### src/rtl/core/dlr_pkg.sv
// ----------------------------------------------------------------------------
// dlr_pkg
// Types, codes and sizes shared by the direct line rasterizer.
// ----------------------------------------------------------------------------
package dlr_pkg;

  localparam int COORD_BITS = 12;
  localparam int FRAC_BITS  = 8;

  // y position in fixed point, slope one bit wider so a steep slope still fits
  localparam int Y_BITS     = COORD_BITS + FRAC_BITS;
  localparam int SLOPE_BITS = Y_BITS + 1;
  // |dy| and dx never exceed COORD_MAX - COORD_MIN, which fits COORD_BITS unsigned
  localparam int MAG_BITS   = COORD_BITS;
  localparam int NUM_BITS   = MAG_BITS + FRAC_BITS;
  localparam int CNT_BITS   = $clog2(NUM_BITS);

  localparam logic signed [COORD_BITS-1:0] COORD_MAX = {1'b0, {(COORD_BITS-1){1'b1}}};
  localparam logic signed [COORD_BITS-1:0] COORD_MIN = {1'b1, {(COORD_BITS-1){1'b0}}};
  localparam logic signed [SLOPE_BITS-1:0] SLOPE_ONE = SLOPE_BITS'(1) << FRAC_BITS;

  localparam int DATA_BITS = 32;
  localparam int ADDR_BITS = 2;

  // configuration register index
  localparam int REG_MIRROR_MODE = 0;

  // request codes
  localparam logic REQ_START = 1'b0;
  localparam logic REQ_PULL  = 1'b1;

  // mirror codes; any code with bit 1 set negates x
  localparam logic [1:0] MIRROR_NONE   = 2'd0;
  localparam logic [1:0] MIRROR_X_AXIS = 2'd1;
  localparam logic [1:0] MIRROR_Y_AXIS = 2'd2;

  typedef enum logic [1:0] {
    KIND_VERT = 2'd0,
    KIND_HORZ = 2'd1,
    KIND_GEN  = 2'd2
  } line_kind_t;

  typedef struct packed {
    logic signed [COORD_BITS-1:0] x;
    logic signed [Y_BITS-1:0]     y;
    logic                         last;
  } point_t;

  // negate, saturating the most negative code to the largest positive one
  function automatic logic signed [COORD_BITS-1:0] neg_sat(
    input logic signed [COORD_BITS-1:0] v
  );
    logic signed [COORD_BITS-1:0] r;
    if (v == COORD_MIN) begin
      r = COORD_MAX;
    end else begin
      r = -v;
    end
    return r;
  endfunction

endpackage

### src/rtl/core/direct_line_rasterizer_mirror_unit.sv
// ----------------------------------------------------------------------------
// direct_line_rasterizer_mirror_unit
// Slope-intercept line rasterizer with endpoint mirroring.
// ----------------------------------------------------------------------------
// A start transaction (req_type 0) loads a segment, mirrored per mirror_mode,
// and yields no point; each pull transaction (req_type 1) yields the next
// point, one per cycle while the skid register has room, with last_point set
// on the final one. A pull with no active segment yields nothing. After a
// start no transaction is taken until setup ends: S_SETUP alone for a
// vertical or horizontal run, and S_SETUP then S_DIV for a general line, whose
// slope comes from a bit-serial restoring divider producing one quotient bit per
// cycle. Points go through an output register backed by a one-entry skid
// register; a pull waits while the skid register is full.
// mirror_mode is the only APB register; every address reads and writes it.
module direct_line_rasterizer_mirror_unit
  import dlr_pkg::*;
(
  input  logic                         clk,
  input  logic                         rst,

  input  logic                         in_valid,
  output logic                         in_ready,
  input  logic                         req_type,
  input  logic signed [COORD_BITS-1:0] seg_x0,
  input  logic signed [COORD_BITS-1:0] seg_y0,
  input  logic signed [COORD_BITS-1:0] seg_x1,
  input  logic signed [COORD_BITS-1:0] seg_y1,

  output logic                         out_valid,
  input  logic                         out_ready,
  output logic signed [COORD_BITS-1:0] point_x,
  output logic signed [Y_BITS-1:0]     point_y_q8,
  output logic                         last_point,

  input  logic                         psel,
  input  logic                         penable,
  input  logic                         pwrite,
  input  logic [ADDR_BITS-1:0]         paddr,
  input  logic [DATA_BITS-1:0]         pwdata,
  output logic [DATA_BITS-1:0]         prdata,
  output logic                         pready
);

  typedef enum logic [1:0] {
    S_IDLE,
    S_SETUP,
    S_DIV
  } state_t;

  state_t state;

  logic [1:0] mirror_mode;

  // segment state
  logic                         active;
  line_kind_t                   line_kind;
  logic signed [COORD_BITS-1:0] cursor_x;
  logic signed [COORD_BITS-1:0] limit_coord;
  logic signed [Y_BITS-1:0]     cursor_y;
  logic signed [SLOPE_BITS-1:0] slope_q8;

  // mirrored endpoints waiting for setup
  logic signed [COORD_BITS-1:0] ex0, ey0, ex1, ey1;

  // divider
  logic [MAG_BITS-1:0] rem;
  logic [MAG_BITS-1:0] den;
  logic [NUM_BITS-1:0] quo;
  logic [CNT_BITS-1:0] count;
  logic                dy_neg;

  // output register and skid
  point_t out_pt;
  point_t skid_pt;
  logic   skid_valid;

  // ---------------------------------------------------------------------------
  // configuration port: a single register, so every write lands on it
  // ---------------------------------------------------------------------------
  logic cfg_wr;
  assign cfg_wr = psel && penable && pwrite;
  assign pready = 1'b1;
  assign prdata = {{(DATA_BITS-2){1'b0}}, mirror_mode};

  always_ff @(posedge clk) begin
    if (rst) begin
      mirror_mode <= MIRROR_NONE;
    end else if (cfg_wr) begin
      mirror_mode <= pwdata[1:0];
    end
  end

  // ---------------------------------------------------------------------------
  // handshake
  // ---------------------------------------------------------------------------
  logic in_fire, start_fire, pull_fire, push, pop, is_last;
  point_t cur_pt;

  assign in_ready   = (state == S_IDLE) && !skid_valid;
  assign in_fire    = in_valid && in_ready;
  assign start_fire = in_fire && (req_type == REQ_START);
  assign pull_fire  = in_fire && (req_type == REQ_PULL);
  assign push       = pull_fire && active;
  assign pop        = out_valid && out_ready;

  assign is_last = (line_kind == KIND_VERT) ?
                   (cursor_y == {limit_coord, {FRAC_BITS{1'b0}}}) :
                   (cursor_x == limit_coord);

  assign cur_pt.x    = cursor_x;
  assign cur_pt.y    = cursor_y;
  assign cur_pt.last = is_last;

  assign point_x    = out_pt.x;
  assign point_y_q8 = out_pt.y;
  assign last_point = out_pt.last;

  // ---------------------------------------------------------------------------
  // mirroring at accept time
  // ---------------------------------------------------------------------------
  logic signed [COORD_BITS-1:0] mx0, my0, mx1, my1;
  logic neg_x, neg_y;

  assign neg_x = mirror_mode[1];
  assign neg_y = (mirror_mode == MIRROR_X_AXIS);
  assign mx0 = neg_x ? neg_sat(seg_x0) : seg_x0;
  assign mx1 = neg_x ? neg_sat(seg_x1) : seg_x1;
  assign my0 = neg_y ? neg_sat(seg_y0) : seg_y0;
  assign my1 = neg_y ? neg_sat(seg_y1) : seg_y1;

  // ---------------------------------------------------------------------------
  // setup: classify, order left to right, prepare the divider
  // ---------------------------------------------------------------------------
  logic                         vertical, swap, horizontal;
  logic signed [COORD_BITS-1:0] lx0, lx1, ly0, ly1, ymin, ymax;
  logic signed [COORD_BITS:0]   dy, dx, dy_abs;

  assign vertical   = (ex0 == ex1);
  assign swap       = (ex1 < ex0);
  assign lx0        = swap ? ex1 : ex0;
  assign lx1        = swap ? ex0 : ex1;
  assign ly0        = swap ? ey1 : ey0;
  assign ly1        = swap ? ey0 : ey1;
  assign horizontal = (ly0 == ly1);
  assign ymin       = (ey0 < ey1) ? ey0 : ey1;
  assign ymax       = (ey0 < ey1) ? ey1 : ey0;
  assign dy         = {ly1[COORD_BITS-1], ly1} - {ly0[COORD_BITS-1], ly0};
  assign dx         = {lx1[COORD_BITS-1], lx1} - {lx0[COORD_BITS-1], lx0};
  assign dy_abs     = dy[COORD_BITS] ? -dy : dy;

  // ---------------------------------------------------------------------------
  // divider step: one quotient bit per cycle
  // ---------------------------------------------------------------------------
  logic [MAG_BITS+1:0] trial;
  logic                take;
  logic [NUM_BITS:0]   quo_ext;

  assign trial   = {1'b0, rem, quo[NUM_BITS-1]} - {2'b00, den};
  assign take    = !trial[MAG_BITS+1];
  assign quo_ext = {1'b0, quo[NUM_BITS-2:0], take};

  // y step, truncated back to the point width; the true value stays in range
  logic signed [SLOPE_BITS-1:0] y_sum;
  assign y_sum = {cursor_y[Y_BITS-1], cursor_y} + slope_q8;

  // ---------------------------------------------------------------------------
  // control
  // ---------------------------------------------------------------------------
  always_ff @(posedge clk) begin
    if (rst) begin
      state      <= S_IDLE;
      active     <= 1'b0;
      out_valid  <= 1'b0;
      skid_valid <= 1'b0;
      count      <= '0;
    end else begin
      case (state)
        S_IDLE: begin
          if (start_fire) begin
            state  <= S_SETUP;
            active <= 1'b0;
          end else if (push && is_last) begin
            active <= 1'b0;
          end
        end
        S_SETUP: begin
          count <= CNT_BITS'(NUM_BITS - 1);
          if (vertical || horizontal) begin
            state  <= S_IDLE;
            active <= 1'b1;
          end else begin
            state <= S_DIV;
          end
        end
        S_DIV: begin
          count <= count - CNT_BITS'(1);
          if (count == '0) begin
            state  <= S_IDLE;
            active <= 1'b1;
          end
        end
        default: begin
          state <= S_IDLE;
        end
      endcase

      if (!out_valid || pop) begin
        out_valid  <= skid_valid || push;
        skid_valid <= skid_valid && push;
      end else if (push) begin
        skid_valid <= 1'b1;
      end
    end
  end

  // ---------------------------------------------------------------------------
  // datapath
  // ---------------------------------------------------------------------------
  always_ff @(posedge clk) begin
    if (start_fire) begin
      ex0 <= mx0;
      ey0 <= my0;
      ex1 <= mx1;
      ey1 <= my1;
    end

    if (rst) begin
      line_kind   <= KIND_VERT;
      cursor_x    <= '0;
      cursor_y    <= '0;
      limit_coord <= '0;
      slope_q8    <= '0;
    end else if (state == S_SETUP) begin
      rem    <= '0;
      den    <= dx[MAG_BITS-1:0];
      quo    <= {dy_abs[MAG_BITS-1:0], {FRAC_BITS{1'b0}}};
      dy_neg <= dy[COORD_BITS];
      if (vertical) begin
        line_kind   <= KIND_VERT;
        cursor_x    <= ex0;
        cursor_y    <= {ymin, {FRAC_BITS{1'b0}}};
        limit_coord <= ymax;
        slope_q8    <= SLOPE_ONE;
      end else begin
        line_kind   <= horizontal ? KIND_HORZ : KIND_GEN;
        cursor_x    <= lx0;
        cursor_y    <= {ly0, {FRAC_BITS{1'b0}}};
        limit_coord <= lx1;
        slope_q8    <= '0;
      end
    end else if (state == S_DIV) begin
      rem <= take ? trial[MAG_BITS-1:0] : {rem[MAG_BITS-2:0], quo[NUM_BITS-1]};
      quo <= quo_ext[NUM_BITS-1:0];
      if (count == '0) begin
        slope_q8 <= dy_neg ? -$signed(quo_ext) : $signed(quo_ext);
      end
    end else if (push && !is_last) begin
      if (line_kind != KIND_VERT) begin
        cursor_x <= cursor_x + COORD_BITS'(1);
      end
      cursor_y <= y_sum[Y_BITS-1:0];
    end

    if (!out_valid || pop) begin
      out_pt  <= skid_valid ? skid_pt : cur_pt;
      skid_pt <= cur_pt;
    end else if (push) begin
      skid_pt <= cur_pt;
    end
  end

`ifndef SYNTHESIS
  a_skid_needs_out: assert property (@(posedge clk) disable iff (rst)
    skid_valid |-> out_valid)
    else $error("skid register holds a point while the output register is empty");

  a_busy_not_ready: assert property (@(posedge clk) disable iff (rst)
    (state != S_IDLE) |-> !in_ready)
    else $error("input ready during segment setup");

  a_start_setup: assert property (@(posedge clk) disable iff (rst)
    start_fire |=> (state == S_SETUP) && !active)
    else $error("start transaction did not enter setup");

  a_last_ends: assert property (@(posedge clk) disable iff (rst)
    (push && is_last) |=> !active)
    else $error("segment still active after its last point");
`endif

endmodule
### config.mk
export PLATFORM = sky130hd
export DESIGN_NAME = direct_line_rasterizer_mirror_unit
export DESIGN_NICKNAME = d
export VERILOG_FILES = /design/src/rtl/core/dlr_pkg.sv /design/src/rtl/core/direct_line_rasterizer_mirror_unit.sv
export SDC_FILE = /design/constraint.sdc
export NUM_CORES = 1
export LEC_CHECK = 0
export BUFFER_PORTS_ARGS = -buffer_cell sky130_fd_sc_hd__buf_4
export CAP_MARGIN = 10
export CORE_MARGIN = 8
export CORE_UTILIZATION = 50
export CTS_BUF_LIST = sky130_fd_sc_hd__clkbuf_16
export DETAILED_ROUTE_END_ITERATION = 16
export HOLD_SLACK_MARGIN = 0.08
export MAX_ROUTING_LAYER = met4
export PLACE_DENSITY = 0.7
export SYNTH_ARGS = -nofsm -noshare
export SYNTH_HDL_FRONTEND = slang
export SYNTH_SLANG_ARGS = --single-unit
export TNS_END_PERCENT = 100
### constraint.sdc
create_clock -name clk -period 5.8 [get_ports clk]
set_clock_uncertainty 0.05 [all_clocks]
set_input_delay 0.29 -clock clk [delete_from_list [all_inputs] [get_ports clk]]
set_output_delay 0.29 -clock clk [all_outputs]
set_load 0.02 [all_outputs]
==> summary.md <==
| Metric | Value |
|---|---|
| Vias per cell | 5.64 |
| Met1 Use GR | between 20% and 30% |
| WL per Instance | ~18 um |
| Die footprint | ~36000 um2 |
| Met3 usage | 3.07% |
| WP data arrival | 4870 ps |
| Setup violations, final | 0 |
| Synth cell types | 75 |
| Final net count | ~1900 |
| Busiest grt layer | met2 |
| Post-Synthesis Cells | 1633 |
| Setup tns final | 0 ps |
| Core ar. | 29600 um2 |
| Global-route wire length before repair | 60600 um |
| NetSw | 1.45 mW |
| HPWL after DPL | between 20000 and 30000 um |
| Ys flop type | edfxtp_1 |
| Final Hold Vio Count | 0 |
| Post-CTS sizing | 0 |
| Post-Syn Area | between 10000 and 15000 um2 |
| Crit-path leading delay family | compound AO/OA/AOI/OAI gates |
| Gr ovfl total | 0 |
| Unrepaired setup endpoints after global routing | no |
| Ys Warns | 0 |
| Number of routed nets with antenna violations | 0 |
| Clock transition at the registers of the reported paths | about 60 ps |
| Root Buffer | clkbuf_16 |
| Crit-path max cell delay | slightly below 500 ps |
| Vias in the first global route | 11514 |
| Die height | 189 um |
| TritonCTS clock tree | done |
| Clk_lat worst skew | ~540 ps |
| Seq/Total Area, Yosys | 42.3% |
| CP required | 5980 ps |
| Fraction of registers with async set/reset | 0% |
| Final Slew Violations | 0 |
| Largest net degree at the start of global routing | 83 |
| Hold Path Class | in2reg |
| Rows | 63 |
| Logic pwr share | a little under a quarter |
| Final period demand of the worst path | roughly 4700 ps |
| Layout cells sized above 1 | 12.2% |
| Vias | 12078 |
| Peak VDD IR | about 0.0002 V |
| Clock network fraction of total power | around a third |
| Die X | 189 um |
| Buf+Inv Stages, Crit Path | 1 |
| CP endpoint kind | flop |
| Syn-to-layout area delta | 14.7% |
| Final hold slack | roughly 91 ps |
| Fillers | 2544 |
| Gr usage total | 21.2% |
| Initial antenna violation count | 0 |
| Sink Count | 237 |
| WS Path Type | reg2reg |
| Highest-delay cell along the critical path | o31ai_1 |
| Leakage power | 7.08 nW |
| DR iter-0 viols | 735 |
| H-tree depth | 1 |
| Status | finished, final reports clean |
| Internal power | 3.40 mW |
| Synth Area per Inst | 9.17 um2 |
| Max-cap violations | 0 |
| Total wire length | 37900 um |
| Sw frac | between 20% and 30% |
| Initial core utilization | 50.7% |
| Num CTS Buffers | 27 |
| Actual slew at the worst max-slew pin | 1080 ps |
| EDFF count, synth | between 150 and 200 |
| Post-CTS setup buffer count | 0 |
| Gpl congestion | 0.904 |
| Largest fanout on the critical path | 20 |
| Max_slew headroom | between 20 and 30% |
| Finished Cell Area | 17200 um2 |
| N_diodes | 0 |
| Grt met2 use | roughly a third |
| Finished Layout Cells | about 2100 |
| Post-synthesis register bit count | 237 |
| Io pins | between 150 and 200 |
| Fmax | 213 MHz |
| Clock buffer depth | 3 |
| Cell count after placement | 2050 |
| PortBufs | 94 |
| DRT Pass-1 Iters | 5 |
| Final Core Density | 58.1% |
| Crit share post-route | 80.8% |
| Critical-path cell list | ha_1, nand4_2, o21bai_4, o21ai_2, a221oi_4, buf_4, a21oi_1, ha_1, o31ai_1, o211ai_1, nor3_1, nand3_1, a31oi_4, nand2_2, o41ai_2, xnor2_1, a21oi_1 |
| Pwr Density | 282 nW/um2 |
| DP Area | ~16000 um2 |
| Critical path launch point type | flop |
| Remaining DRCs | 0 |
| Share of power burned in registers | 43.1% |
[worst register-to-register path: cells and delay by family (launching register included)]
| family | cells | cell delay [ps] |
|---|---|---|
| adder cells (fa/ha/maj) | 2 | 670 |
| XOR/XNOR | 1 | 160 |
| AO/OA/AOI/OAI | 9 | 2110 |
| AND/OR/NAND/NOR | 4 | 690 |
| flip-flops | 1 | 400 |
| buffers and inverters | 1 | 310 |
[per-layer routing]
| layer | vias up | routed length (um) |
|---|---|---|
| li1 | 6038 | - |
| met1 | 5621 | 16800 |
| met2 | 353 | 17600 |
| met3 | 66 | 2090 |
| met4 | 0 | 1410 |
| met5 | - | 0 |
[stage by stage]
| step | setup WS (ps) | power [mW] |
|---|---|---|
| finish | 1110 | 4.84 |
| global route | 756 | 5.08 |
| CTS | 1160 | 4.88 |
| detailed placement | 1160 | 3.19 |
| global placement | 1240 | 3.17 |
| floorplan | 1120 | 2.88 |
[Yosys cell counts, drive strengths merged, types with 19 or more instances]
master / n / area, um2
o31ai: 20 / 150
nor3: 41 / 210
nand2: 207 / 780
mux2i: 20 / 200
xnor2: 58 / 508
a21oi: 120 / 604
a21o: 19 / 143
xor2: 61 / 534
mux2: 43 / 484
nand3: 32 / 160
edfxtp: 159 / 4770
ha: 70 / 876
inv: 80 / 300
nor4: 20 / 125
o21ai: 90 / 454
nand2b: 19 / 119
nor2b: 26 / 163
clkbuf: 67 / 251
nor2: 132 / 495
buf: 45 / 289
dfxtp: 78 / 1560
o211ai: 25 / 188
[repair_timing]
item                                    in CTS  in global routing
hold buffers                                43                  0
endpoints found under the hold margin       43                  0
endpoints found under the setup margin       0                  0
[sequential cells by signal, summed over array words and instances (netlist names), 2 cells and up]
signal / flops
state: 2
ex1: 12
ex0: 12
line_kind: 2
limit_coord: 12
slope_q8: 20
cursor_x: 12
cursor_y: 20
count: 5
ey0: 12
rem: 12
quo: 20
point_y_q8: 20
ey1: 12
mirror_mode: 2
point_x: 12
den: 12
skid_pt: 33
[power groups by stage]
stage                     Sequential, mW  Combinational (mW)  Clock, mW
after floorplan                     2.09               0.789          0
after global placement              2.11                1.05          0
after detailed placement            2.12                1.07          0
after CTS                           2.08                1.10       1.69
after global routing                2.10                1.22       1.75
final                               2.09                1.11       1.65
[logic make-up after synthesis]
group	Yosys count	share of synthesized area (%)
AND/OR/NAND/NOR	538	16.5
buffers and inverters	192	5.61
multiplexers	63	4.57
adder cells (fa/ha/maj)	72	6.11
XOR/XNOR	119	6.96
other	2	0.0501
AO/OA/AOI/OAI	410	17.9
flip-flops	237	42.3
[layout by cell type (no fill, tap or decap), types with 17 or more instances in the layout]
master,instances
a21o_1,19
buf_4,110
nor3_1,40
nor2_1,131
xor2_1,61
mux2_2,42
dlygate4sd3_1,43
o31ai_1,20
dfxtp_1,78
conb_1,31
nand3_1,32
nand2b_1,18
clkbuf_16,27
nor2b_1,25
o21ai_0,74
or3_1,17
inv_1,85
mux2i_1,20
ha_1,69
o211ai_1,25
a21oi_1,119
xnor2_1,58
nor4_1,20
nand2_1,206
edfxtp_1,159
[layout make-up]
cell class | instances | area [um2] | area share, %
tap | 390 | 488 | 2.84
clock buffer | 27 | 676 | 3.93
multi-input combinational | 1233 | 7930 | 46.1
sequential | 237 | 6340 | 36.9
clock inverter | 21 | 193 | 1.12
timing repair buffer | 153 | 1260 | 7.31
inverter | 80 | 300 | 1.75
[worst paths after layout]
kind                              startpoint      endpoint  slack (ps)  cells after the start
worst max-delay path                 ex1[11]       quo[19]        1110                     17
worst min-delay path              seg_y0[11]       ey0[11]          90                      3
worst max register to register       ex1[11]       quo[19]        1110                     17
worst min register to register  slope_q8[13]  slope_q8[13]         420                      2
(Power assumes the default switching activity.)
